## config.mk

```make
export PLATFORM = sky130hd
export DESIGN_NAME = grs_buf
export DESIGN_NICKNAME = d
export VERILOG_FILES = /design/src/rtl/grs_pkg.sv /design/src/rtl/grs_buf.sv
export SDC_FILE = /design/constraint.sdc
export NUM_CORES = 2
export LEC_CHECK = 0
export BUFFER_PORTS_ARGS = -buffer_cell sky130_fd_sc_hd__buf_2
export CAP_MARGIN = 40
export CORE_MARGIN = 8
export CORE_UTILIZATION = 40
export CTS_CLUSTER_DIAMETER = 80
export DETAILED_ROUTE_END_ITERATION = 10
export HOLD_SLACK_MARGIN = 0.05
export PLACE_DENSITY = 0.52
export SLEW_MARGIN = 10
export SYNTH_ARGS = -nofsm -noshare
export SYNTH_HDL_FRONTEND = slang
export SYNTH_SLANG_ARGS = --single-unit
```

## constraint.sdc

```tcl
create_clock -name i_clk -period 4.41 [get_ports i_clk]
set_input_delay 0.2205 -clock i_clk [delete_from_list [all_inputs] [get_ports i_clk]]
set_output_delay 0.2205 -clock i_clk [all_outputs]
set_load 0.05 [all_outputs]
```

## src/rtl/grs_pkg.sv

```systemverilog
// grs_pkg: shared types and constants for the group reverse stream reorder
// no dependencies; used by every module of the block

package grs_pkg;

    localparam int DATA_W        = 32;
    localparam int CFG_W         = 7;
    localparam int CNT_W         = 7;
    localparam int MAX_GROUP_DEF = 64;

    // one emission command: which bank, which direction, how many beats
    typedef struct packed {
        logic             bank;
        logic             rev;
        logic [CNT_W-1:0] cnt;
    } t_cmd;

    // queue status seen by the front end
    typedef struct packed {
        logic       full;
        logic [1:0] bank_busy;
    } t_qstat;

    typedef enum logic [1:0] {
        ST_IDLE,
        ST_READ,
        ST_LOAD
    } t_back_state;

endpackage

```

## src/rtl/grs_buf.sv

```systemverilog
// grs_buf: two-bank group buffer, one write port and one registered read port
// depends on grs_pkg

module grs_buf #(
    parameter int MAX_GROUP = grs_pkg::MAX_GROUP_DEF,
    parameter int AW        = (MAX_GROUP > 1) ? $clog2(MAX_GROUP) : 1
) (
    input  logic                              i_clk,
    input  logic                              i_wr_en,
    input  logic [AW:0]                       i_wr_addr,
    input  logic signed [grs_pkg::DATA_W-1:0] i_wr_data,
    input  logic                              i_rd_en,
    input  logic [AW:0]                       i_rd_addr,
    output logic signed [grs_pkg::DATA_W-1:0] o_rd_data
);

    localparam int DEPTH = 2 * (2 ** AW);

    logic signed [grs_pkg::DATA_W-1:0] r_mem [0:DEPTH-1];
    logic signed [grs_pkg::DATA_W-1:0] r_rd_data;

    always_ff @(posedge i_clk) begin
        if (i_wr_en) begin
            r_mem[i_wr_addr] <= i_wr_data;
        end
    end

    always_ff @(posedge i_clk) begin
        if (i_rd_en) begin
            r_rd_data <= r_mem[i_rd_addr];
        end
    end

    assign o_rd_data = r_rd_data;

endmodule

```

Yosys cells after proc, flatten, opt, wreduce, memory -nomap -nowiden. Memory sizes are Yosys's and may differ from the RTL's. A register that Yosys moved wholly into a read port is not among the register bits. Cells that the tools add are included.

Register bits after elaboration: 0. Bits in writable memories: 4096. Input bits: 49. Output and inout port bits: 32. Word-level logic and storage cells: 3. Memories: 1.

Multiplexer cells: 2.

Memories: r_mem (words 128, bits a word 32, rd ports 1, clocked after Yosys merged registers in 1, wr ports 1, RTL line grs_buf.sv:19) `logic signed [grs_pkg::DATA_W-1:0] r_mem [0:DEPTH-1];`.

Operators by type and width (count): $mux 1 (2).

Depth between registers and ports, before layout.
Depth after elaboration: 2. Mapped depth: 8. Depth with buffers taken out: 4.

Worst setup path after synthesis. No wires, ideal clock.

Path kind: input port to flip-flop. Start: input i_wr_en. End: memory r_mem[98][0] (netlist name) (enable). Setup time: 0.461 ns. Data arrival time: 2.998 ns. Data required time: 3.949 ns. Setup slack: 0.951 ns. Stages on the path: 3. Buffers on the path: 1. Cells stage by stage: clkbuf_1 nand4_1 nor3_1.

Word-level cells in the longest chain between the ends: 2.

RTL lines: start: declaration (RTL line grs_buf.sv:9) `input logic i_wr_en,`; $mux 1 (RTL line grs_buf.sv:23) `if (i_wr_en) begin`; $mux 1 (implied by the code) (RTL line grs_buf.sv:24) `r_mem[i_wr_addr] <= i_wr_data;`; end: declaration (RTL line grs_buf.sv:19).

No other way between the ends.

Worst setup path in the final report.
Start: input i_wr_addr[0]. End: memory r_mem[30][17] (netlist name) (enable).

RTL lines: start: declaration (RTL line grs_buf.sv:10) `input logic [AW:0] i_wr_addr,`.

Straight into the memory's write port.

==> flow_metrics.tcl <==
set metrics [dict create \
    tns_ns 0 \
    grt_max_degree 82 \
    postRouteWirelength_um 464200 \
    cts_tree "built" \
    hold_viol 0 \
    min_path_type "input pin to register" \
    core-area_um2 389400 \
    grt_use_met2_pct 37.08 \
    synth_warnings 0 \
    wl_per_cell_um 37.93 \
    grt_pass1_vias 73000 \
    r2r_setup_slack_ns 1.60 \
    powerDensity_nw_per_um2 457.5 \
    cp_num_buf_inv 5 \
    ios 81 \
    tightest_slew_ns 0.9158 \
    row_count 229 \
    crit_fanout 19 \
    netlist.area_leader.share_pct 79.16 \
    use_met3_pct 2.932 \
    grt_util_met1_pct 31.12 \
    cts-buffers-inserted 423 \
    first_pass_iters 5 \
    finalCritPeriodShare_pct 71.34 \
    busiest_layer "met2" \
    dieArea_um2 411800 \
    rsz0062_at_grt "no" \
    path_clk_slew_ns 0.06 \
    crit_arrival_ns 3.77 \
    synth_area_leaders "edfxtp_1, mux4_2, clkbuf_1" \
    clockBufferDepth 4 \
    root_buffer "clkbuf_16" \
    critPathCaptureType "register" \
    synth_common_cells "edfxtp_1, mux4_2, clkbuf_1" \
    clock.fmax_ghz 0.3178 \
    yosysSeqAreaShare_pct 79.16 \
    syn_to_final_growth_pct 16.26 \
    reg2reg_to "o_rd_data[0]$_DFFE_PP_" \
    cap_violations 0 \
    ys_types 16 \
    numPlacedInstances 11360 \
    crit_type "input pin to register" \
    syn_avg_cell_area_um2 26.14 \
    fin_skew_ns 0.05982 \
    final_nets 6689 \
    startpoint "i_wr_addr[0]" \
    synthesis.nets 6039 \
    async_flop_share_pct 0 \
    cp.required_ns 5.04 \
    yosys.area.top_type "edfxtp_1" \
    slowest_delay_ns 0.85 \
    drive_gt1_share_pct 36.98 \
    hp-start "i_wr_data[29]" \
    grt.total_usage_pct 22.29 \
    fin_crit_ns 3.146 \
    slowest_stage "dlygate4sd3_1" \
    cp_top_family "buffers and inverters" \
    start_kind "input pin" \
    hpwlAfterDp_um 274200 \
    p_leak_uw 0.05576 \
    synth_edf_count 4128 \
    die_h_um 641.7 \
    final_cells 12240 \
    antenna_found_initial 72 \
    grt_pass1_wl_um 630600 \
    yosys.cell_count.top_type "edfxtp_1" \
    slew_headroom_pct 38.95 \
    drc_errors 0 \
    report.final.slew_viol_count 0 \
    gp_congestion 0.7946 \
    crit_chain "dlygate4sd3_1 -> buf_2 -> nor2b_1 -> nand3_2 -> dlygate4sd3_1 -> nor2_4 -> buf_16 -> buf_4" \
    drt_iter0_markers 9358 \
    portBuffers 80 \
    synthCells 5990 \
    die_x_um 641.7 \
    irDropWorstVdd_mv 0.3493 \
    rr_startpoint "r_mem[118][0]$_DFFE_PP_" \
    syn_area_um2 156600 \
    total_power_uw 83280 \
    crit_top_cell "dlygate4sd3_1" \
    run_status "complete, no violations" \
    h-tree-depth 5 \
    ys_seq_elements 4128 \
    clkSinkCount 4128 \
    start_util_pct 40.22 \
    postRouteAntennaNets 0 \
    cp.depth 8 \
    gr-total-overflow 0 \
    rr_worst_depth 4 \
    vias_per_cell 5.908 \
    vias 72310 \
    endpoint "r_mem[30][17]$_DFFE_PP_" \
    ys.flop_type "edfxtp_1" \
    clk_latency_ns 0.97 \
    setup_violations 0 \
    fin_hold_ws_ns 0.1078 \
]
flip-flops by register name, summed over array words and instances, names as in the netlist:
name / cells
r_mem: 4096
o_rd_data: 32
stage by stage:
stage | utilization (%) | instance area [um2] | setup slack [ns]
floorplan | - | 156600 | 0.9508
global placement | 42.94 | 167200 | 0.3699
detailed placement | 43.12 | 167900 | 0.3943
CTS | 46.68 | 181800 | 1.394
global route | 46.74 | 182000 | 1.302
finish | 46.75 | 182100 | 1.264
cell type report:
type / count / area [um2]
fillers: 31510 / 207300
flip-flops and latches: 4128 / 124000
multi-input cells: 1546 / 32290
clock buffers: 522 / 11020
well taps: 5197 / 6502
repair buffers: 541 / 5767
clock inverters: 251 / 2379
diodes: 54 / 135.1
metal layers:
| metal | part of all wire (%) | vias up | routed length (um) |
|---|---|---|---|
| met4 | 3.0 | 18 | 13810 |
| li1 | - | 27860 | - |
| met2 | 50 | 2943 | 229800 |
| met5 | 0.025 | - | 116 |
| met1 | 41 | 40940 | 190900 |
| met3 | 6.4 | 555 | 29550 |
layout by cell type, fill, tap and decap left out, types with 11 or more instances in the layout:
cell type      netlist  final
clkinv_2             0     79
clkinv_1             0    100
mux4_2            1344   1344
clkbuf_1           182     96
mux2_2              32     32
buf_12               0     94
bufinv_16            0     37
dlygate4sd3_1        0     45
clkbuf_16            0    426
buf_16               0     24
diode_2              0     54
nand2_1             14     11
buf_2               79     42
buf_4                3    330
nor2_4               0    119
edfxtp_1          4128   4128
worst min-delay path by stage:
| stage | endpoint | slack, ns | cells after the start |
|---|---|---|---|
| floorplan | r_mem[0][0]$_DFFE_PP_ | 0.32 | 0 |
| global placement | r_mem[32][3]$_DFFE_PP_ | 0.54 | 1 |
| detailed placement | r_mem[32][3]$_DFFE_PP_ | 0.55 | 1 |
| CTS | r_mem[36][3]$_DFFE_PP_ | 0.06 | 2 |
| global route | r_mem[28][29]$_DFFE_PP_ | 0.05 | 2 |
| finish | r_mem[28][29]$_DFFE_PP_ | 0.11 | 2 |
report_power, final:
part	total, uW	switching, uW	internal (uW)
sequential	43500	169	43400
combinational	4710	2950	1760
clock	35000	15100	19900
total	83300	18200	65000
logic make-up (layout without fill, tap and decap cells):
group	after synthesis	in the layout	share of synthesized area (%)
buffers and inverters	316	1314	0.8373
AND/OR/NAND/NOR	170	170	0.4450
other	0	54	0
multiplexers	1376	1376	19.56
flip-flops	4128	4128	79.16
repair_timing:
action | 4_1_cts | 5_1_grt
hold buffers | 45 | 0
setup endpoints to repair | 0 | 0
buffers inserted | 0 | 0
gates resized for setup | 0 | 0
endpoints found under the hold margin | 2320 | 0
Power figures use the tool's default switching activity.
