==> src/rtl/grs_pkg.sv <==
// grs_pkg: shared types and constants for the group reverse stream reorder
// no dependencies; used by every module of the block

package grs_pkg;

    localparam int DATA_W        = 32;
    localparam int CFG_W         = 7;
    localparam int CNT_W         = 7;
    localparam int MAX_GROUP_DEF = 64;

    // one emission command: which bank, which direction, how many beats
    typedef struct packed {
        logic             bank;
        logic             rev;
        logic [CNT_W-1:0] cnt;
    } t_cmd;

    // queue status seen by the front end
    typedef struct packed {
        logic       full;
        logic [1:0] bank_busy;
    } t_qstat;

    typedef enum logic [1:0] {
        ST_IDLE,
        ST_READ,
        ST_LOAD
    } t_back_state;

endpackage

==> src/rtl/grs_queue.sv <==
// grs_queue: two-entry command queue between front end and drain engine
// depends on grs_pkg

module grs_queue (
    input  logic            i_clk,
    input  logic            i_rst_n,
    input  logic            i_push,
    input  grs_pkg::t_cmd   i_cmd,
    input  logic            i_pop,
    output grs_pkg::t_cmd   o_head,
    output logic            o_head_valid,
    output grs_pkg::t_qstat o_qstat
);

    grs_pkg::t_cmd r_ent [0:1];
    logic [1:0]    r_vld;
    logic [1:0]    n_vld;
    logic          r_wp;
    logic          r_rp;

    assign o_head       = r_ent[r_rp];
    assign o_head_valid = r_vld[r_rp];

    always_comb begin
        o_qstat.full         = &r_vld;
        o_qstat.bank_busy[0] = (r_vld[0] & ~r_ent[0].bank) | (r_vld[1] & ~r_ent[1].bank);
        o_qstat.bank_busy[1] = (r_vld[0] & r_ent[0].bank) | (r_vld[1] & r_ent[1].bank);
    end

    always_comb begin
        n_vld = r_vld;
        if (i_push) begin
            n_vld[r_wp] = 1'b1;
        end
        if (i_pop) begin
            n_vld[r_rp] = 1'b0;
        end
    end

    always_ff @(posedge i_clk) begin
        if (i_push) begin
            r_ent[r_wp] <= i_cmd;
        end
    end

    always_ff @(posedge i_clk) begin
        if (!i_rst_n) begin
            r_vld <= '0;
            r_wp  <= 1'b0;
            r_rp  <= 1'b0;
        end else begin
            r_vld <= n_vld;
            if (i_push) begin
                r_wp <= ~r_wp;
            end
            if (i_pop) begin
                r_rp <= ~r_rp;
            end
        end
    end

endmodule

==> config.mk <==
export PLATFORM = sky130hd
export DESIGN_NAME = grs_queue
export DESIGN_NICKNAME = d
export VERILOG_FILES = /design/src/rtl/grs_pkg.sv /design/src/rtl/grs_queue.sv
export SDC_FILE = /design/constraint.sdc
export NUM_CORES = 1
export LEC_CHECK = 0
export BUFFER_PORTS_ARGS = -buffer_cell sky130_fd_sc_hd__buf_2
export CORE_MARGIN = 2
export CORE_UTILIZATION = 52
export DETAILED_ROUTE_END_ITERATION = 8
export GPL_TIMING_DRIVEN = 0
export PLACE_DENSITY = 0.8
export SYNTH_ARGS = -nofsm -noshare
export SYNTH_HDL_FRONTEND = slang
export SYNTH_SLANG_ARGS = --single-unit
==> constraint.sdc <==
create_clock -name i_clk -period 1.9 [get_ports i_clk]
set_clock_uncertainty 0.1 [all_clocks]
set_input_delay 0.285 -clock i_clk [delete_from_list [all_inputs] [get_ports i_clk]]
set_output_delay 0.285 -clock i_clk [all_outputs]
set_load 0.02 [all_outputs]
### After elaboration in Yosys (flattened, before gate mapping)

Memories as Yosys holds them, arrays and structs flattened. A register that Yosys moved wholly into a read port is not among the register bits.
Index checks and enable logic that the tools add are counted.

* flip-flop bits (word level): 4
* RAM bits: 18
* input port bits: 13
* output and inout bits: 13
* logic and storage cells: 36
* memories: 1

* order comparisons: 4
* mux-type cells: 12
* bitwise operators: 13
* reduce and logical (&&, ||, !) cells: 3

Memories
* r_ent: depth 2, bits a word 9, rd ports 3, clocked after memory_dff 1, write ports 1, line grs_queue.sv:15 `grs_pkg::t_cmd r_ent [0:1];`

Operators with widths (number)
* 2-to-1 mux 1 bit: 8
* AND 1 bit: 4
* < comparator 1 x 2 -> 1 bit (second input constant): 2
* 2-to-1 mux 2 bit: 2
* inverter 1 bit: 4
* AND 2 bit: 1
* demux 1 bit (select 1 bit): 2
* greater-or-equal comparator 1 bit (second input constant): 2
* logical AND 1 bit: 2
* inverter 2 bit: 1
* bitwise OR 1 bit: 2
* bitwise OR 2 bit: 1
* AND reduction 2 bit: 1

### Logic depth before layout (Yosys ltp)

* depth after elaboration: 8
* depth in mapped cells: 2
* gate-level depth less buffers: 2

### Worst setup path before layout

OpenSTA, ideal clock, no wires.

* path type: reg2out
* start: register r_vld[0]
* end: output o_head_valid
* data arrival time: 0.861 ns
* required time: 1.515 ns
* path slack: 0.654 ns
* cell stages (with the launch flop): 3
* path buffers: 0
* cells stage by stage: dfxtp_1 inv_1 o21ai_0

* longest elaborated chain between the ends: 2

Ends and longest elaborated chain
* start, declared: line grs_queue.sv:16 `logic [1:0] r_vld;`
* start signal, assigned: line grs_queue.sv:52 `r_vld <= n_vld;`
* 2-to-1 mux 1 bit (implied by the code) (2 in series): line grs_queue.sv:22 `assign o_head_valid = r_vld[r_rp];`
* end, declared: line grs_queue.sv:11 `output logic o_head_valid,`

No other way between the ends. The select of a mux whose other input is x is not followed.

==> metrics.txt <==
status complete, no violations; nets 95; clock share of power 22.5%; Final min period 1.66 ns; register area share after synthesis 70.9%; post-layout util 64.5%; total grt overflow 0; Sink Count 23; IO Count 26; r2r setup slk 0.70 ns; Cells after Synth 52; crit-path max FO 9; CTS tree yes; first-pass GRT wire length 2130 um; sw frac 25.1%; pwr/cell area 911 nW/um^2; vias 516; GR Util All Layers 16.1%; Setup TNS 0 ns; P_int 735 uW; CORE AREA 1670 um^2; Leak Pwr 0.455 nW; hpwl dp 1020 um; Initial DRC Count 8; maximum VDD drop 0.000509 V; Worst Hold Endpoint r_ent[0][8]$_DFFE_PP_; syn_nets 65; Layout fillers 133; Antenna diodes 0; Multi-input gate area 236 um^2; Logic pwr share 16.7%; Worst R2R Start r_wp$_SDFFE_PN0P_; fin crit share 87.6%; mapped cell area 903 um^2; H-tree depth 1; clock transition at the registers of the reported paths 0.12 ns; Worst Hold Depth 1; clock latency on the worst-skew pair 0.31 ns; Sw Pwr 247 uW; reg2reg path depth 1; Port Buffers 25; layout cell share with drive strength beyond 1 51.9%; fmax 601 MHz; CTS Hold Bufs 0; Setup Viol. Count Final 0; Die X 45.7 um; FF/Latch Area 641 um^2; routed vias/inst 5.27; slew margin rel. 79.0%; average wire per cell in the routed design 14.7 um; Reg2Reg Capture Point r_ent[1][5]$_DFFE_PP_; post-CTS setup buffer count 0; Worst Hold Launch i_cmd[8]; Die Y 45.7 um; average cell area after synthesis 17.4 um^2; Num CTS Buffers 3; Worst Setup Start Kind flop; Seq cells post-synth 23; Synth Warn # 0; endpoint type of the worst setup path output port; DR pass1 iterations 5; final number of hold-violating endpoints 0; Critical Path AT 1.28 ns; distinct cell type count after synthesis 16; CTS resizes 0; Die ar. 2090 um^2; Post-route DRC 0; max-slew violation count 0; antenna violations before repair 0; row cnt 15; vias in the first global route 481; worst-margin pin slew 0.314 ns; Post-DRT Antenna Nets 0; max-cap viol count 0; Critical Path RT 1.51 ns; Worst Hold Class primary input to flop; final wirelength 1440 um; CTS Root Cell clkbuf_4; starting density of the core 54.1%; area grow syn2layout 19.3%; RSZ-0062 raised after global routing no; largest net degree at the start of global routing 14; Max clock buf depth 2; Final Wtd Congestion 0.734; sequential share of power 60.7%; crit path kind flop to output port
-- per-stage QoR --
| stage | instances | instance area, um^2 | hold slack, ns | total power [mW] | setup slack (ns) |
|---|---|---|---|---|---|
| 4_1_cts | 98 | 1080 | 0.0422 | 0.993 | 0.219 |
| 2_1_floorplan | 52 | 903 | 0.284 | 0.719 | 0.654 |
| 3_3_place_gp | 94 | 1050 | 0.373 | 0.766 | 0.578 |
| 3_5_place_dp | 94 | 1050 | 0.376 | 0.774 | 0.576 |
| 6_report | 98 | 1080 | 0.0518 | 0.982 | 0.235 |
| 5_1_grt | 98 | 1080 | 0.0320 | 1.02 | 0.178 |
-- metal layers --
layer / routed length [um] / part of all wire (%) / vias up / track usage [%]
met4: 38 / 2.6 / 0 / 12.4
met1: 549 / 38 / 238 / 16.1
met2: 747 / 52 / 25 / 26.8
li1: - / - / 249 / -
met3: 101 / 7.0 / 4 / 5.56
met5: 0 / 0 / - / 0
-- flip-flops by register name, indices dropped and copies added (netlist names), named ones only --
signal	cells
r_wp	1
r_vld	2
r_ent	18
r_rp	1
-- layout by cell type, fill, tap and decap left out --
cell type,instances
o22ai_1,1
inv_1,4
nand2_1,1
nor2_1,4
nor2b_4,1
dfxtp_1,5
o21ai_0,1
a21oi_1,1
o221a_2,1
a211oi_1,1
edfxtp_1,18
mux2_4,9
clkbuf_4,3
a22o_1,1
xnor2_1,2
and2_2,1
clkinv_2,1
buf_6,1
buf_2,25
-- power groups by stage --
stage | Sequential (mW) | Combinational, mW | Clock [mW]
2_1_floorplan | 0.602 | 0.117 | 0
3_3_place_gp | 0.604 | 0.163 | 0
3_5_place_dp | 0.607 | 0.167 | 0
4_1_cts | 0.596 | 0.167 | 0.230
5_1_grt | 0.599 | 0.177 | 0.246
6_report | 0.596 | 0.164 | 0.221
-- Yosys cell counts --
cell type	number	area, um^2
nor2b_4	1	13.8
edfxtp_1	18	541
o221a_2	1	11.3
buf_6	1	11.3
a211oi_1	1	7.51
o22ai_1	1	6.26
dfxtp_1	5	100
nand2_1	1	3.75
a22o_1	1	8.76
xnor2_1	2	17.5
a21oi_1	1	5.00
inv_1	4	15.0
mux2_4	9	135
and2_2	1	7.51
o21ai_0	1	5.00
nor2_1	4	15.0
-- final cells by class --
class                           instances  share of cell area, %
Sequential cell                        23                   59.5
Multi-Input combinational cell         24                   22.0
Timing Repair Buffer                   25                   11.6
Clock buffer                            3                   2.09
Tap cell                               17                   1.97
Inverter                                4                   1.39
Buffer                                  1                   1.05
Clock inverter                          1                  0.465
-- worst max-delay path: stages (launching register included) --
cell,delay [ns]
dfxtp_1,0.34
buf_6,0.17
mux2_4,0.31
buf_2,0.16
-- worst max-delay path by stage --
stage / start / to / slack [ns]
2_1_floorplan: r_vld[0]$_SDFF_PN0_ / o_head_valid / 0.65
3_3_place_gp: flop / o_head[8] / 0.58
3_5_place_dp: flop / o_head[0] / 0.58
4_1_cts: flop / o_head[1] / 0.22
5_1_grt: flop / o_head[2] / 0.18
6_report: flop / o_head[8] / 0.24
-- cell families after synthesis --
family | after synthesis | share of synthesized area, %
flops | 23 | 70.9
mux | 9 | 15.0
simple gates | 7 | 4.43
compound gates | 6 | 4.85
buf+inv | 5 | 2.91
xor+xnor | 2 | 1.94
Note: power is estimated with default switching activity, not from simulation.
