### config.mk
export PLATFORM = sky130hd
export DESIGN_NAME = grs_front
export DESIGN_NICKNAME = d
export VERILOG_FILES = /design/src/rtl/grs_pkg.sv /design/src/rtl/grs_front.sv
export SDC_FILE = /design/constraint.sdc
export NUM_CORES = 1
export LEC_CHECK = 0
export ABC_AREA = 1
export BUFFER_PORTS_ARGS = -buffer_cell sky130_fd_sc_hd__buf_4
export CAP_MARGIN = 20
export CORE_MARGIN = 1
export CORE_UTILIZATION = 42
export CTS_CLUSTER_SIZE = 25
export DETAILED_ROUTE_END_ITERATION = 8
export PLACE_DENSITY = 0.74
export SKIP_LAST_GASP = 1
export SYNTH_ARGS = -nofsm -noshare
export SYNTH_HDL_FRONTEND = slang
export SYNTH_SLANG_ARGS = --single-unit
### constraint.sdc
create_clock -name i_clk -period 1.8 [get_ports i_clk]
set_input_delay 0.09 -clock i_clk [delete_from_list [all_inputs] [get_ports i_clk]]
set_output_delay 0.09 -clock i_clk [all_outputs]
set_load 0.02 [all_outputs]
### src/rtl/grs_pkg.sv
// grs_pkg: shared types and constants for the group reverse stream reorder
// no dependencies; used by every module of the block

package grs_pkg;

    localparam int DATA_W        = 32;
    localparam int CFG_W         = 7;
    localparam int CNT_W         = 7;
    localparam int MAX_GROUP_DEF = 64;

    // one emission command: which bank, which direction, how many beats
    typedef struct packed {
        logic             bank;
        logic             rev;
        logic [CNT_W-1:0] cnt;
    } t_cmd;

    // queue status seen by the front end
    typedef struct packed {
        logic       full;
        logic [1:0] bank_busy;
    } t_qstat;

    typedef enum logic [1:0] {
        ST_IDLE,
        ST_READ,
        ST_LOAD
    } t_back_state;

endpackage

### src/rtl/grs_front.sv
// grs_front: accepts input beats, stores them and classifies each group
// depends on grs_pkg

module grs_front #(
    parameter int MAX_GROUP = grs_pkg::MAX_GROUP_DEF,
    parameter int AW        = (MAX_GROUP > 1) ? $clog2(MAX_GROUP) : 1
) (
    input  logic                      i_clk,
    input  logic                      i_rst_n,
    input  logic [grs_pkg::CFG_W-1:0] i_group_size,
    input  logic                      i_valid,
    input  logic                      i_is_last,
    output logic                      o_stall,
    input  grs_pkg::t_qstat           i_qstat,
    output logic                      o_push,
    output grs_pkg::t_cmd             o_cmd,
    output logic                      o_wr_en,
    output logic [AW:0]               o_wr_addr
);

    localparam int CW = $clog2(MAX_GROUP + 1);

    logic [CW-1:0]             r_fill;
    logic                      r_bank;
    logic [grs_pkg::CFG_W-1:0] k_eff;
    logic [grs_pkg::CNT_W-1:0] n_cnt;
    logic                      full_grp;
    logic                      emit;
    logic                      accept;

    always_comb begin
        if (i_group_size == '0) begin
            k_eff = grs_pkg::CFG_W'(1);
        end else if (i_group_size > grs_pkg::CFG_W'(MAX_GROUP)) begin
            k_eff = grs_pkg::CFG_W'(MAX_GROUP);
        end else begin
            k_eff = i_group_size;
        end
    end

    assign n_cnt    = grs_pkg::CNT_W'(r_fill) + grs_pkg::CNT_W'(1);
    assign full_grp = (n_cnt >= k_eff);
    assign emit     = full_grp | i_is_last;

    // the bank being filled must not still be waiting to drain
    assign o_stall = i_qstat.full | i_qstat.bank_busy[r_bank];
    assign accept  = i_valid & ~o_stall;

    assign o_wr_en   = accept;
    assign o_wr_addr = {r_bank, r_fill[AW-1:0]};
    assign o_push    = accept & emit;

    always_comb begin
        o_cmd.bank = r_bank;
        o_cmd.rev  = full_grp;
        o_cmd.cnt  = n_cnt;
    end

    always_ff @(posedge i_clk) begin
        if (!i_rst_n) begin
            r_fill <= '0;
            r_bank <= 1'b0;
        end else if (accept) begin
            if (emit) begin
                r_fill <= '0;
                r_bank <= ~r_bank;
            end else begin
                r_fill <= r_fill + CW'(1);
            end
        end
    end

endmodule

After elaboration in Yosys (flattened, before gate mapping)
Index checks and enable logic that the tools add are counted.
{"block": "word_totals", "ff_bits": 8, "output_inout_bits": 19, "elab_cells": 19}
{"block": "op_classes", "add_sub_neg": 1, "order_cmp": 3, "mux": 5, "bitwise_logic": 6, "reduce_logical": 2}
{"op": "7-bit two-way mux", "n": 3}
{"op": "7-bit by 1-bit adder with 7-bit output, second input constant", "n": 1}
{"op": "7-bit >= comparator", "n": 1}
{"op": "7-bit > comparator, second input constant", "n": 1}
{"op": "7-bit logical NOT", "n": 1}
{"op": "1-bit bitwise AND", "n": 2}
{"op": "1-bit by 2-bit less-than comparator with 1-bit output, second input constant", "n": 1}
{"op": "1-bit two-way mux", "n": 2}
{"op": "1-bit inverter", "n": 2}
{"op": "1-bit bitwise OR", "n": 2}
{"op": "2-bit AND reduction", "n": 1}

Logic depth before layout (Yosys ltp)
{"block": "logic_depth", "ltp_word": 6, "mapped_depth": 15, "mapped_depth_nobuf": 15}

Worst setup path after synthesis
OpenSTA, ideal clock, no wires.
{"block": "synth_path", "kind": "flip-flop to flip-flop", "from": "register r_fill[0]", "to": "register r_bank", "t_arrival_ps": 2157, "path_slack_ps": -473, "stages_incl_launch_ff": 11, "cell_sequence": "dfxtp_1 > ha_1 > nand3_1 > xnor2_1 > ha_1 > nand2_1 > nand2_1 > a21oi_2 > nand3_4 > a21oi_1 > nor2_1"}
{"item": "from (decl)", "line_no": "grs_front.sv:23", "rtl": "logic [CW-1:0] r_fill;"}
{"item": "from (signal assigned)", "line_no": "grs_front.sv:68", "rtl": "r_fill <= r_fill + CW'(1);"}
{"item": "to (signal assigned)", "line_no": "grs_front.sv:66", "rtl": "r_bank <= ~r_bank;"}
{"item": "to (decl)", "line_no": "grs_front.sv:24", "rtl": "logic r_bank;"}

Final worst setup path
{"block": "layout_path", "from": "register r_fill[1]", "to": "output o_push"}
{"block": "layout_via", "elab_chain_cells": 4}
{"item": "7-bit by 1-bit adder with 7-bit output", "line_no": "grs_front.sv:41", "rtl": "assign n_cnt = grs_pkg::CNT_W'(r_fill) + grs_pkg::CNT_W'(1);"}
{"item": "7-bit >= comparator", "line_no": "grs_front.sv:42", "rtl": "assign full_grp = (n_cnt >= k_eff);"}
{"item": "1-bit bitwise OR", "line_no": "grs_front.sv:43", "rtl": "assign emit = full_grp | i_is_last;"}
{"item": "1-bit bitwise AND", "line_no": "grs_front.sv:51", "rtl": "assign o_push = accept & emit;"}
{"item": "to (decl)", "line_no": "grs_front.sv:15", "rtl": "output logic o_push,"}
No other way between the ends.

==> flow_summary.json <==
{
  "ys_types": 17,
  "rows": 15,
  "port_buffers": 32,
  "floorplan.initialDensity_pct": 45.52,
  "yosysSeqAreaShare_pct": 20.16,
  "cap_violations": 0,
  "worstHoldPathType": "input pin to flop",
  "rsz0062_at_grt": "yes",
  "cp-start-kind": "flop",
  "tritoncts": "yes",
  "antenna_found_initial": 0,
  "grt_usage_pct": 26.58,
  "p_leak_nw": 0.7007,
  "cts_root_buffer": "clkbuf_4",
  "violations": "negative setup slack",
  "slew_violations": 0,
  "dieArea_um2": 2070,
  "fin_skew_ps": 2.391,
  "grt_pass1_vias": 835,
  "diodes": 0,
  "ys_ff_latch": 8,
  "synth_area_per_cell_um2": 6.112,
  "grt_max_degree": 12,
  "dr.pass1.iters": 4,
  "netlist_top_cells_area": "dfxtp_1 20%, nand2_1 19%, ha_1 13%, nor2_1 10%, inv_1 9.4%",
  "cp_slowest_cell": "dfxtp_4",
  "crit_path_end_kind": "output pin",
  "crit_path_start": "r_fill[1]",
  "cts_sinks": 8,
  "multi_input_area_um2": 661.9,
  "wire_per_inst_um": 13.00,
  "r2r-end": "r_fill[3]",
  "internal-power_mw": 0.3281,
  "worstSetupPathType": "flop to output pin",
  "grt_pass1_wl_um": 3843,
  "design_area_um2": 1388,
  "clkPwrFrac_pct": 32.1,
  "critical_path.max_stage_delay_ps": 370,
  "ff_latch_area_um2": 168.9,
  "crit-reg2reg-launch": "r_fill[1]",
  "worstMarginPinSlew_ps": 384.1,
  "min_period_ps": 2167,
  "endpoint": "o_push",
  "placed_cell_area_um2": 1214,
  "overflow": 0,
  "synth_nets": 152,
  "switching_share_pct": 30.91,
  "finalHoldViolations": 0,
  "hold-worst-slack_ps": 83.89,
  "ir_drop_mv": 0.5444,
  "pwr_density_cell_nw_per_um2": 342.3,
  "final_util_pct": 79.50,
  "setup_viol": 10,
  "power_mw": 0.4749,
  "cts_buffer_depth": 2,
  "place_inst": 192,
  "synth.yosys.warnings": 0,
  "synth.top_cell.area_share_pct": 20.16,
  "power_frac_comb_pct": 30.1,
  "p_sw_mw": 0.1468,
  "finalCritPeriodShare_pct": 120.4,
  "cp.arrival_ps": 2080,
  "cp_cell_sequence": "buf_4 -> nand3_2 -> buf_4 -> xnor2_2 -> ha_1 -> nand2_1 -> nor2_2 -> nand2_2 -> nand3_4 -> nand2_2 -> inv_2 -> buf_6",
  "fmax_ghz": 0.4614,
  "cts.reportedPaths.clkPinSlew_ps": 50,
  "syn_inst": 130,
  "worst-r2r-cell-count": 13,
  "drc": 0,
  "vias": 974,
  "ios": 33,
  "die_w_um": 45.50,
  "status": "finished with violations",
  "avgViaCountPerCell": 4.798,
  "critPathMaxFanout": 4,
  "fillers": 127,
  "yosys.area.top_type": "dfxtp_1",
  "rrSetupSlack_ps": -290,
  "seq_power_share_pct": 37.8,
  "synthToLayoutAreaGrowth_pct": 74.65,
  "dpl.hpwl_um": 1741,
  "drt-total-wl_um": 2640,
  "stdcell_count": 203,
  "cts_buffers": 3,
  "drt_iter0_markers": 35,
  "drt.antenna.violating_nets": 0,
  "fin_nets": 201,
  "insertion_delay_ps": 260,
  "core_um2": 1745,
  "cts-htree-levels": 1,
  "synth_area_um2": 794.5,
  "slew_headroom_pct": 74.33,
  "cp.required_ps": 1710,
  "setup_slack_ps": -367.2,
  "drive_above_1_share_pct": 52.25,
  "die_y_um": 45.50,
  "routabilityCongestion": 0.8132
}
metrics by stage:
stage / worst slack (ps) / setup TNS, ps
finish: -367.2 / -2778
global route: -443.7 / -3689
CTS: -299.4 / -1980
detailed placement: -210.2 / -1211
global placement: -168.6 / -825.7
floorplan: -80.77 / -391.1
worst min path at each step:
stage / slack, ps / endpoint / cells past startpoint / start
2_1_floorplan: 220 / r_bank / 2 / i_rst_n
6_report: 80 / r_bank / 3 / i_rst_n
3_3_place_gp: 350 / r_bank / 3 / i_rst_n
4_1_cts: 80 / r_bank / 3 / i_rst_n
3_5_place_dp: 360 / r_bank / 3 / i_rst_n
5_1_grt: 80 / r_bank / 3 / i_rst_n
layer usage:
metal  up-vias  share of wire (%)  global-route usage [%]
met3         4                6.6                   7.540
met2        46                 52                   43.71
met4         0                1.1                   6.667
met5         -                  0                       0
met1       434                 40                   33.81
li1        490                  -                       -
power groups by stage:
| stage | Sequential, mW | Combinational, mW | Clock (mW) |
|---|---|---|---|
| after CTS | 0.179 | 0.135 | 0.158 |
| after global routing | 0.180 | 0.155 | 0.171 |
| after detailed placement | 0.184 | 0.118 | 0 |
| final | 0.180 | 0.143 | 0.152 |
| after global placement | 0.184 | 0.115 | 0 |
| after floorplan | 0.184 | 0.0708 | 0 |
kinds of logic after synthesis:
logic type	count (synthesis)	synth area share, %
adders and majority gates	8	12.60
xor gates and xnor gates	3	3.308
buffers and inverters	31	19.84
AOI/OAI and AO/OA	9	6.142
DFF	8	20.16
and+or+nand+nor	71	37.95
registers in the layout, summed over array words and instances (netlist names):
signal / flops
r_fill: 7
r_bank: 1
Yosys cell counts:
master,n
a21oi_1,4
a21oi_2,1
buf_4,9
buf_6,1
clkinv_1,1
dfxtp_1,8
ha_1,8
inv_1,20
nand2_1,40
nand3_1,4
nand3_4,1
nand4_1,2
nand4_2,1
nor2_1,22
nor4_1,1
o21ai_0,4
xnor2_1,3
critical path, delay by kind of cell (launching register included):
kind	cells	cell delay (ps)
XOR/XNOR	1	140
adder cells (fa/ha/maj)	1	280
buffers and inverters	4	430
flip-flops	1	370
AND/OR/NAND/NOR	6	590
area by class of cell:
| type | instances | share of cell area, % |
|---|---|---|
| tap | 25 | 2.254 |
| timing repair buffer | 54 | 30.03 |
| clock buffer | 4 | 1.894 |
| multi-input combinational | 91 | 47.70 |
| sequential | 8 | 12.17 |
| inverter | 21 | 5.951 |
repair_timing:
item,4_1_cts,5_1_grt
gates cloned,0,0
pin swaps,9,4
endpoints found under the setup margin,10,11
hold endpoints to repair,0,0
gates resized for setup,17,4
hold buffers,0,0
setup buffers,6,1
cell usage in the layout (no fill, tap or decap), types with 2 or more instances in the layout:
cell	instances
a21oi_2	4
buf_4	51
buf_6	3
clkbuf_4	3
dfxtp_1	5
dfxtp_4	2
ha_1	3
ha_4	5
inv_1	17
inv_2	3
nand2_1	31
nand2_2	8
nand3_1	2
nand3_4	2
nand4_1	2
nor2_1	21
o21ai_0	2
o21ai_2	2
xnor2_4	2
Note: power is estimated with default switching activity, not from simulation.
