## src/rtl/grs_pkg.sv

```systemverilog
// grs_pkg: shared types and constants for the group reverse stream reorder
// no dependencies; used by every module of the block

package grs_pkg;

    localparam int DATA_W        = 32;
    localparam int CFG_W         = 7;
    localparam int CNT_W         = 7;
    localparam int MAX_GROUP_DEF = 64;

    // one emission command: which bank, which direction, how many beats
    typedef struct packed {
        logic             bank;
        logic             rev;
        logic [CNT_W-1:0] cnt;
    } t_cmd;

    // queue status seen by the front end
    typedef struct packed {
        logic       full;
        logic [1:0] bank_busy;
    } t_qstat;

    typedef enum logic [1:0] {
        ST_IDLE,
        ST_READ,
        ST_LOAD
    } t_back_state;

endpackage

```

## src/rtl/grs_back.sv

```systemverilog
// grs_back: drains one queued group from the buffer into the output register
// depends on grs_pkg

module grs_back #(
    parameter int MAX_GROUP = grs_pkg::MAX_GROUP_DEF,
    parameter int AW        = (MAX_GROUP > 1) ? $clog2(MAX_GROUP) : 1
) (
    input  logic                              i_clk,
    input  logic                              i_rst_n,
    input  grs_pkg::t_cmd                     i_head,
    input  logic                              i_head_valid,
    output logic                              o_pop,
    output logic                              o_rd_en,
    output logic [AW:0]                       o_rd_addr,
    input  logic signed [grs_pkg::DATA_W-1:0] i_rd_data,
    output logic                              o_valid,
    input  logic                              i_stall,
    output logic signed [grs_pkg::DATA_W-1:0] o_value_res,
    output logic                              o_run_end
);

    grs_pkg::t_back_state              r_state;
    grs_pkg::t_back_state              n_state;
    logic [grs_pkg::CNT_W-1:0]         r_idx;
    logic [grs_pkg::CNT_W-1:0]         n_idx;
    logic [grs_pkg::CNT_W-1:0]         offset;
    logic                              last_beat;
    logic                              out_free;
    logic                              load;
    logic                              r_ovld;
    logic signed [grs_pkg::DATA_W-1:0] r_oval;
    logic                              r_oend;

    assign offset    = i_head.rev ? (i_head.cnt - grs_pkg::CNT_W'(1) - r_idx) : r_idx;
    assign last_beat = (r_idx == i_head.cnt - grs_pkg::CNT_W'(1));
    assign out_free  = ~r_ovld | ~i_stall;
    assign o_rd_addr = {i_head.bank, offset[AW-1:0]};

    always_comb begin
        n_state = r_state;
        n_idx   = r_idx;
        o_rd_en = 1'b0;
        o_pop   = 1'b0;
        load    = 1'b0;
        case (r_state)
            grs_pkg::ST_IDLE: begin
                if (i_head_valid) begin
                    n_idx   = '0;
                    n_state = grs_pkg::ST_READ;
                end
            end
            grs_pkg::ST_READ: begin
                o_rd_en = 1'b1;
                n_state = grs_pkg::ST_LOAD;
            end
            grs_pkg::ST_LOAD: begin
                if (out_free) begin
                    load = 1'b1;
                    if (last_beat) begin
                        o_pop   = 1'b1;
                        n_state = grs_pkg::ST_IDLE;
                    end else begin
                        n_idx   = r_idx + grs_pkg::CNT_W'(1);
                        n_state = grs_pkg::ST_READ;
                    end
                end
            end
            default: begin
                n_state = grs_pkg::ST_IDLE;
            end
        endcase
    end

    always_ff @(posedge i_clk) begin
        if (!i_rst_n) begin
            r_state <= grs_pkg::ST_IDLE;
            r_idx   <= '0;
        end else begin
            r_state <= n_state;
            r_idx   <= n_idx;
        end
    end

    always_ff @(posedge i_clk) begin
        if (!i_rst_n) begin
            r_ovld <= 1'b0;
        end else if (load) begin
            r_ovld <= 1'b1;
        end else if (!i_stall) begin
            r_ovld <= 1'b0;
        end
    end

    always_ff @(posedge i_clk) begin
        if (load) begin
            r_oval <= i_rd_data;
            r_oend <= last_beat;
        end
    end

    assign o_valid     = r_ovld;
    assign o_value_res = r_oval;
    assign o_run_end   = r_oend;

endmodule
```

## config.mk

```make
export PLATFORM = sky130hd
export DESIGN_NAME = grs_back
export DESIGN_NICKNAME = d
export VERILOG_FILES = /design/src/rtl/grs_pkg.sv /design/src/rtl/grs_back.sv
export SDC_FILE = /design/constraint.sdc
export NUM_CORES = 1
export LEC_CHECK = 0
export BUFFER_PORTS_ARGS = -buffer_cell sky130_fd_sc_hd__buf_2
export CORE_MARGIN = 2
export CORE_UTILIZATION = 49
export DETAILED_ROUTE_END_ITERATION = 12
export GPL_TIMING_DRIVEN = 0
export HOLD_SLACK_MARGIN = 0.15
export PLACE_DENSITY = 0.88
export SYNTH_ARGS = -nofsm -noshare
export SYNTH_HDL_FRONTEND = slang
export SYNTH_SLANG_ARGS = --single-unit
```

## constraint.sdc

```tcl
create_clock -name i_clk -period 10.9 [get_ports i_clk]
set_input_delay 2.18 -clock i_clk [delete_from_list [all_inputs] [get_ports i_clk]]
set_output_delay 2.18 -clock i_clk [all_outputs]
set_load 0.02 [all_outputs]
```

# == Word-level counts from Yosys, hierarchy flattened ==
# Cells that the tools add are included.
# word_totals
regBits,43
# op_classes
muxes,17
n_bitwise,3
n_reduce_logical,4
n_addsub,3
eq_ne,7
# ops
op,count
$mux W7,3
$pmux W7 S2,1
$mux W1,9
$add A7 B1 Y7 const B,1
$eq A7 B7 Y1,1
$sub A7 B1 Y7 const B,1
$mux W6,1
$ne A2 B2 Y1 const B,3
$pmux W2 S3,1
$sub A6 B6 Y6,1
$mux W2,2
$reduce_and A4 Y1,1
$eq A2 B1 Y1 const B,1
$eq A2 B2 Y1 const B,1
$logic_not A2 Y1,1
$ne A2 B1 Y1 const B,1
$not A1 Y1,2
$reduce_and A2 Y1,1
$reduce_bool A2 Y1,1
$or A1 B1 Y1,1

# == Longest topological paths before layout ==
# Gate-level depths: netlist of run 1.
# logic_depth
ltp_word,5
mapped_depth,10
depth_no_buf,10

# == Least setup slack after synthesis of run 1 ==
# OpenSTA, ideal clock, no wires.
# synth_timing
kind,in2out
from,in i_stall
to,out o_pop
arrival_ns,4.516
setup_slack_ns,4.204
stages,2
required_time_ns,8.720
n_path_buf,0
cell_sequence,a21oi_1 -> and3_2
# synth_between
elab_chain_cells,4
# synth_lines
element,line,rtl
"start, declared",grs_back.sv:17,"input logic i_stall,"
$not A1 Y1,grs_back.sv:36,assign out_free = ~r_ovld | ~i_stall;
$or A1 B1 Y1,grs_back.sv:36,
$mux W1,grs_back.sv:57,if (out_free) begin
$mux W1,grs_back.sv:45,case (r_state)
"end, declared",grs_back.sv:12,"output logic o_pop,"
# Every way passes these cells.

# == Worst setup path in the final report of run 1 ==
# layout_timing
from,in i_head[0] (netlist name)
to,out o_pop
# layout_between
elab_chain_cells,5
# layout_lines
element,line,rtl
"start, declared",grs_back.sv:10,"input grs_pkg::t_cmd i_head,"
$sub A7 B1 Y7,grs_back.sv:35,assign last_beat = (r_idx == i_head.cnt - grs_pkg::CNT_W'(1));
$eq A7 B7 Y1,grs_back.sv:35,
$mux W1,grs_back.sv:59,if (last_beat) begin
$mux W1,grs_back.sv:57,
$mux W1,grs_back.sv:45,
# Every way passes these cells.

==> Flow_metrics.wiki, run 1 <==
{| class="wikitable"
! Metric !! Value
|-
| Area of the mapped netlist || 1880 µm²
|-
| Per-cell via count in the routed design || 4.89
|-
| Most common cell after layout, fill and taps aside || sky130_fd_sc_hd__buf_2
|-
| Net count after synthesis || 194
|-
| 1st-pass router iterations || 4
|-
| Post-synthesis share of cell area spent on and, or, nand and nor gates || 0.126
|-
| Initial DRC Count || 89
|-
| Final setup skew || 5.88 ps
|-
| Crit path setup slack, layout || 4420 ps
|-
| Endpoint of the most critical setup path || o_pop
|-
| Worst IR Drop VDD || 0.0894 mV
|-
| Most frequent cells in the layout || 86 x sky130_fd_sc_hd__buf_2, 33 x sky130_fd_sc_hd__edfxtp_1, 13 x sky130_fd_sc_hd__nor2_1
|-
| Pin count of the biggest net entering global routing || 24
|-
| Total of warnings raised by yosys || 0
|-
| Worst R2R End || r_idx[6]
|-
| Post-synthesis cell count || 141
|-
| Die height || 66.0 µm
|-
| Reported max-cap violation count || 0
|-
| Most used flip-flop cell after synthesis || sky130_fd_sc_hd__edfxtp_1
|-
| Total I/O pin count || 88
|-
| Asr flop ratio synth || 0
|-
| Portion of netlist area occupied by mux cells || 0.0193
|-
| Vias in the first global route || 1348
|-
| Setup slack of the most critical reg-to-reg path || 8850 ps
|-
| CTS-repair resized insts || 0
|-
| Stages on the worst setup path || 10
|-
| Total count of max-transition violations in the final report || 0
|-
| Final period util || 0.595
|-
| Cell Rows || 22
|-
| Register bit count reported by yosys || 43
|-
| Final setup fails || 0
|-
| Dominant combinational cell family by area after synthesis || simple AND/OR/NAND/NOR gates
|-
| TritonCTS Sinks || 43
|-
| Gr ovfl total || 0
|-
| Arithmetic-cell share of the synthesized area counting full adders, half adders and majority gates || 0.0572
|-
| Worst setup slack after placement || 4460 ps
|-
| CP Class || in -> out
|-
| Transition time at the pin with the least slew margin || 562 ps
|-
| Power Density || 130 nW/µm²
|-
| Post-route cell area || 2500 µm²
|-
| Routability Congestion || 0.828
|-
| Setup crit end kind || output pin
|-
| Kind of launch point of the worst setup path || input pin
|-
| Reg2Reg Depth || 7
|-
| XOR/XNOR share of the synthesized area || 0.0585
|-
| Diode insertion count for antenna repair || 0
|-
| Worst Path Required || 8720 ps
|-
| Starting density of the core || 0.510
|-
| Fill count || 290
|-
| Area after detailed placement || 2410 µm²
|-
| Post-layout minimum cycle time || 6480 ps
|-
| Arrival time at the worst endpoint || 4300 ps
|-
| Avg WL per Cell || 12.8 µm
|-
| Worst hold path class || reg -> reg
|-
| DP Wirelength || 2920 µm
|-
| First-pass GRT wire length || 5710 µm
|-
| Start point of the critical path || i_head[0]
|-
| Count of input and output buffers || 86
|-
| Number of synthesized flops with an enable pin || 33
|-
| Placeable core area || 3690 µm²
|-
| Clock latency of the later-clocked register in the worst-skew pair || 280 ps
|-
| Number of buffers between clock root and the deepest sink || 2
|-
| Reg2reg start || r_state[0]
|-
| Clock tree root buffer cell || sky130_fd_sc_hd__clkbuf_8
|-
| Total clock buffers created by CTS || 5
|-
| DRT Wirelength || 3650 µm
|-
| Cell breakdown of the critical path || buf_2 > inv_1 > ha_1 > or3b_4 > xnor2_1 > ha_1 > nand3_1 > nor4_4 > and3_2 > buf_2
|-
| Number of nets with antenna violations after routing || 0
|-
| Number of setup buffers added after CTS || 0
|-
| Layout cells sized above 1 || 0.453
|-
| Die Outline Area || 4350 µm²
|-
| Combined buffer and inverter count along the critical path || 3
|-
| Via count || 1388
|-
| Drt drc || 0
|-
| Clock transition at the registers of the reported paths || 80 ps
|-
| Die width || 66.0 µm
|-
| Syn-to-layout area delta || 32.6%
|-
| Initial antenna violation count || 0
|-
| Relative slew slack || 0.625
|-
| Total power || 325 µW
|-
| Synth Area per Inst || 13.3 µm²
|-
| H-Tree Level Count || 2
|-
| RSZ-0062 raised after global routing || false
|-
| Cts-stage hold buffer count || 0
|-
| Synth Area in Compound Gates || 0.0805
|-
| Count of endpoints failing hold in the final timing report || 0
|-
| Maximum fanout encountered on the critical timing path || 5
|-
| Total routing usage reported by global routing || 0.172
|-
| Unique cell type count in the Yosys netlist || 42
|-
| Clock tree from TritonCTS || built
|-
| Highest clock frequency the design can meet || 0.154 GHz
|-
| Slowest cell on the critical path || sky130_fd_sc_hd__or3b_4
|-
| Cell family contributing the most delay on the critical path || simple AND/OR/NAND/NOR gates
|-
| Portion of the post-synthesis area used by sequential elements || 0.633
|-
| Slowest Stage Delay on Critical Path || 420 ps
|-
| Leakage || 0.00107 µW
|-
| Final nets || 288
|-
| Accumulated negative setup slack || 0 ps
|-
| Outcome || finished, final reports clean
|}
[area by class of cell]
cell class / count / area (µm²) / share of cell area
Clock buffer: 6 / 72.6 / 0.0291
Inverter: 10 / 37.5 / 0.0150
Timing Repair Buffer: 87 / 458 / 0.183
Multi-Input combinational cell: 86 / 653 / 0.262
Tap cell: 48 / 60.1 / 0.0241
Clock inverter: 2 / 12.5 / 0.00501
Sequential cell: 43 / 1190 / 0.477
Buffer: 2 / 11.3 / 0.00451
[cells by family after synthesis]
logic type / after synthesis
AND/OR/NAND/NOR: 42
AO/OA/AOI/OAI: 22
adder cells (fa/ha/maj): 8
XOR/XNOR: 11
multiplexers: 3
flip-flops: 43
buffers and inverters: 12
[cell usage after synthesis (2+ instances only)]
library cell               count  share of area
sky130_fd_sc_hd__nand2b_1      4          0.013
sky130_fd_sc_hd__a21oi_1       5          0.013
sky130_fd_sc_hd__xor2_1        2         0.0093
sky130_fd_sc_hd__nand4_1       3          0.010
sky130_fd_sc_hd__nor2_1       13          0.026
sky130_fd_sc_hd__nand3_1       2         0.0053
sky130_fd_sc_hd__dfxtp_1      10           0.11
sky130_fd_sc_hd__o21a_1        3          0.012
sky130_fd_sc_hd__inv_1        10          0.020
sky130_fd_sc_hd__nand2_1       8          0.016
sky130_fd_sc_hd__xnor2_1       8          0.037
sky130_fd_sc_hd__ha_1          7          0.047
sky130_fd_sc_hd__edfxtp_1     33           0.53
sky130_fd_sc_hd__a21oi_2       2         0.0093
sky130_fd_sc_hd__o21ai_0       4          0.011
[power by group]
group | internal [µW] | total (µW) | switching, µW
logic | 19.9 | 47.3 | 27.4
clock network | 44.7 | 94.2 | 49.5
registers | 182 | 183 | 1.51
[flip-flops by register name (all words and copies together), names as in the netlist]
register	count
o_value_res	32
r_idx	7
r_state	2
o_run_end	1
o_valid	1
[how the worst min path moves through the flow]
stage / start / end / slack (ps) / cells after the start
detailed placement: r_idx[3] / r_idx[5] / 520 / 2
global placement: o_valid / o_valid / 490 / 2
CTS: r_idx[3] / r_idx[5] / 550 / 2
finish: r_idx[3] / r_idx[5] / 550 / 2
global route: r_idx[3] / r_idx[5] / 580 / 2
floorplan: r_idx[3] / r_idx[5] / 490 / 2
[worst min-delay path, cell delays in order (launching register included)]
cell and delay [ps]:
sky130_fd_sc_hd__dfxtp_1 370, sky130_fd_sc_hd__nand4_1 90, sky130_fd_sc_hd__nand2_1 50
[per-layer routing]
layer / vias to the layer above / GRT usage / share of wire
met5: - / 0 / 0
met1: 637 / 0.183 / 0.40
met2: 52 / 0.321 / 0.51
met4: 0 / 0.0536 / 0.0058
li1: 695 / - / -
met3: 4 / 0.0562 / 0.084
[through the flow]
stage,cells,utilization,hold WS (ps)
6_report,284,0.677,555
5_1_grt,284,0.677,580
4_1_cts,284,0.677,548
3_5_place_dp,276,0.654,524
3_3_place_gp,275,0.643,494
2_1_floorplan,141,-,487
Note: power is estimated with default switching activity, not from simulation.
==> inputs of run 2 (changes only) <==
Settings changed: ABC_AREA set to 1, CORE_UTILIZATION 49 to 42, PLACE_DENSITY 0.88 to 0.79.
Clock period 10.9 ns to 5.5 ns, I/O delays scaled along.
==> Flow_metrics.wiki, run 2 <==
{| class="wikitable"
! Metric !! Value
|-
| Total routing usage reported by global routing || 0.156
|-
| Total I/O pin count || 88
|-
| Register bit count reported by yosys || 43
|-
| Most used flip-flop cell after synthesis || sky130_fd_sc_hd__edfxtp_1
|-
| Final setup skew || 4.20 ps
|-
| Number of cells on the worst hold path || 2
|-
| Worst Path Required || 4400 ps
|-
| Number of synthesized flops with an enable pin || 33
|-
| Power Density || 274 nW/µm²
|-
| Clock latency of the later-clocked register in the worst-skew pair || 290 ps
|-
| Worst hold path class || reg -> reg
|-
| CP Class || in -> out
|-
| Initial DRC Count || 97
|-
| Final period util || 0.722
|-
| Post-synthesis cell count || 185
|-
| Highest clock frequency the design can meet || 0.252 GHz
|-
| Outcome || finished, final reports clean
|-
| Clock tree from TritonCTS || built
|-
| Relative slew slack || 0.415
|-
| Drt drc || 0
|-
| Initial antenna violation count || 0
|-
| Number of nets with antenna violations after routing || 0
|-
| Unique cell type count in the Yosys netlist || 30
|-
| H-Tree Level Count || 2
|-
| Most frequent cells in the layout || 85 x sky130_fd_sc_hd__buf_2, 35 x sky130_fd_sc_hd__nand2_1, 33 x sky130_fd_sc_hd__edfxtp_1
|-
| Internal Power || 535 µW
|-
| Post-layout minimum cycle time || 3970 ps
|-
| Yosys top cell by area || sky130_fd_sc_hd__edfxtp_1
|-
| Avg WL per Cell || 12.7 µm
|-
| Worst IR Drop VDD || 0.164 mV
|-
| Most common cell after layout, fill and taps aside || sky130_fd_sc_hd__buf_2
|-
| Die height || 72.5 µm
|-
| Clock tree root buffer cell || sky130_fd_sc_hd__clkbuf_8
|-
| Area of the mapped netlist || 1970 µm²
|-
| Cts-stage hold buffer count || 0
|-
| DP Wirelength || 3290 µm
|-
| Gr ovfl total || 0
|-
| Final nets || 330
|-
| Number of setup buffers added after CTS || 0
|-
| Reg2Reg Depth || 2
|-
| Per-cell via count in the routed design || 4.80
|-
| Count of endpoints failing hold in the final timing report || 0
|-
| Routability Congestion || 0.830
|-
| RSZ-0062 raised after global routing || false
|-
| Die Outline Area || 5260 µm²
|-
| Diode insertion count for antenna repair || 0
|-
| Leakage || 0.00114 µW
|-
| Arrival time at the worst endpoint || 2870 ps
|-
| Fraction of post-synthesis cell area in the top cell type by area || 0.502
|-
| Die width || 72.5 µm
|-
| Top area cells in the synthesized netlist || sky130_fd_sc_hd__edfxtp_1 50%, sky130_fd_sc_hd__dfxtp_1 10%, sky130_fd_sc_hd__nand2_1 6.7%
|-
| Clock transition at the registers of the reported paths || 80 ps
|-
| Final setup fails || 0
|-
| TritonCTS Sinks || 43
|-
| Max FFs per register || 32
|-
| Portion of the post-synthesis area used by sequential elements || 0.604
|-
| Reported max-cap violation count || 0
|-
| Total clock buffers created by CTS || 5
|-
| Layout cells sized above 1 || 0.388
|-
| Maximum fanout encountered on the critical timing path || 5
|-
| Cell Rows || 24
|-
| Final core utilization || 0.581
|-
| Setup crit end kind || output pin
|-
| Starting density of the core || 0.444
|-
| Part of the power in registers || 0.514
|-
| Switching power share of the total || 0.246
|-
| Synth Area per Inst || 10.7 µm²
|-
| Net count after synthesis || 238
|-
| First-pass GRT wire length || 6290 µm
|-
| Switching power summed over all nets || 174 µW
|-
| Kind of launch point of the worst setup path || input pin
|-
| Via count || 1583
|-
| Syn-to-layout area delta || 30.9%
|-
| Vias in the first global route || 1446
|-
| Asr flop ratio synth || 0
|-
| Transition time at the pin with the least slew margin || 876 ps
|-
| Placeable core area || 4440 µm²
|-
| Total of warnings raised by yosys || 0
|-
| Total count of max-transition violations in the final report || 0
|-
| Number of buffers between clock root and the deepest sink || 2
|-
| Combinational cell fraction of total power || 0.146
|-
| List of most frequent post-synthesis cells || 35 x sky130_fd_sc_hd__nand2_1, 33 x sky130_fd_sc_hd__edfxtp_1, 22 x sky130_fd_sc_hd__inv_1
|-
| Pin count of the biggest net entering global routing || 34
|-
| DRT Wirelength || 4200 µm
|-
| Share of power burned in the clock network || 0.340
|-
| Most common cell in the synthesized netlist || sky130_fd_sc_hd__nand2_1
|-
| Accumulated negative setup slack || 0 ps
|-
| CTS-repair resized insts || 0
|-
| 1st-pass router iterations || 4
|-
| Count of input and output buffers || 85
|}
[run 2: power by group through the flow]
stage / Sequential (µW) / Combinational [µW] / Clock (µW)
finish: 364 / 104 / 241
global route: 365 / 114 / 263
CTS: 364 / 104 / 246
detailed placement: 372 / 104 / 0
global placement: 372 / 99.7 / 0
floorplan: 381 / 55.8 / 0
[run 2: kinds of logic after synthesis]
group                      count (synthesis)  share of synthesized area
buffers and inverters                     26                     0.0514
xor gates and xnor gates                   6                     0.0304
DFF                                       43                      0.604
AOI/OAI and AO/OA                         18                     0.0495
and+or+nand+nor                           84                      0.211
adders and majority gates                  8                     0.0545
[run 2: metal layers]
layer	GRT usage	vias to the layer above	routed length, µm
li1	-	810	-
met1	0.176	721	1680
met2	0.277	46	2220
met3	0.0500	6	238
met4	0.0514	0	60
met5	0	-	0
[run 2: worst paths after layout]
kind              startpoint        endpoint  slack (ps)
setup / recovery   i_head[0]    o_rd_addr[5]        1530
hold / removal       o_valid         o_valid         490
setup reg to reg  r_state[1]  o_value_res[0]        3640
hold reg to reg      o_valid         o_valid         490
[run 2: area by class of cell]
cell class                      instances  area [µm²]
Multi-Input combinational cell        116         688
Tap cell                               52        65.1
Sequential cell                        43        1190
Clock buffer                            5        68.8
Fill cell                             405        1860
Clock inverter                          3        43.8
Buffer                                  2        11.3
Timing Repair Buffer                   85         425
Inverter                               24        90.1
[run 2: critical path, stage by stage]
cell,delay [ps]
sky130_fd_sc_hd__buf_2,120
sky130_fd_sc_hd__inv_2,60
sky130_fd_sc_hd__ha_1,200
sky130_fd_sc_hd__xor2_1,200
sky130_fd_sc_hd__ha_1,310
sky130_fd_sc_hd__nand3_1,110
sky130_fd_sc_hd__nand3_1,100
sky130_fd_sc_hd__nand2_1,100
sky130_fd_sc_hd__nand2_1,60
sky130_fd_sc_hd__nand2_1,70
sky130_fd_sc_hd__nand2_1,50
sky130_fd_sc_hd__nand3_1,60
sky130_fd_sc_hd__nand3_1,60
sky130_fd_sc_hd__o21ai_1,90
sky130_fd_sc_hd__buf_2,180
[run 2: through the flow]
stage | total power (µW) | setup slack, ps | cell area (µm²) | hold WS (ps) | std cells
2_1_floorplan | 437 | 1690 | 1970 | 466 | 185
3_3_place_gp | 471 | 1580 | 2460 | 480 | 322
3_5_place_dp | 476 | 1540 | 2470 | 480 | 322
4_1_cts | 715 | 1540 | 2580 | 492 | 330
5_1_grt | 743 | 1370 | 2580 | 543 | 330
6_report | 709 | 1530 | 2580 | 489 | 330
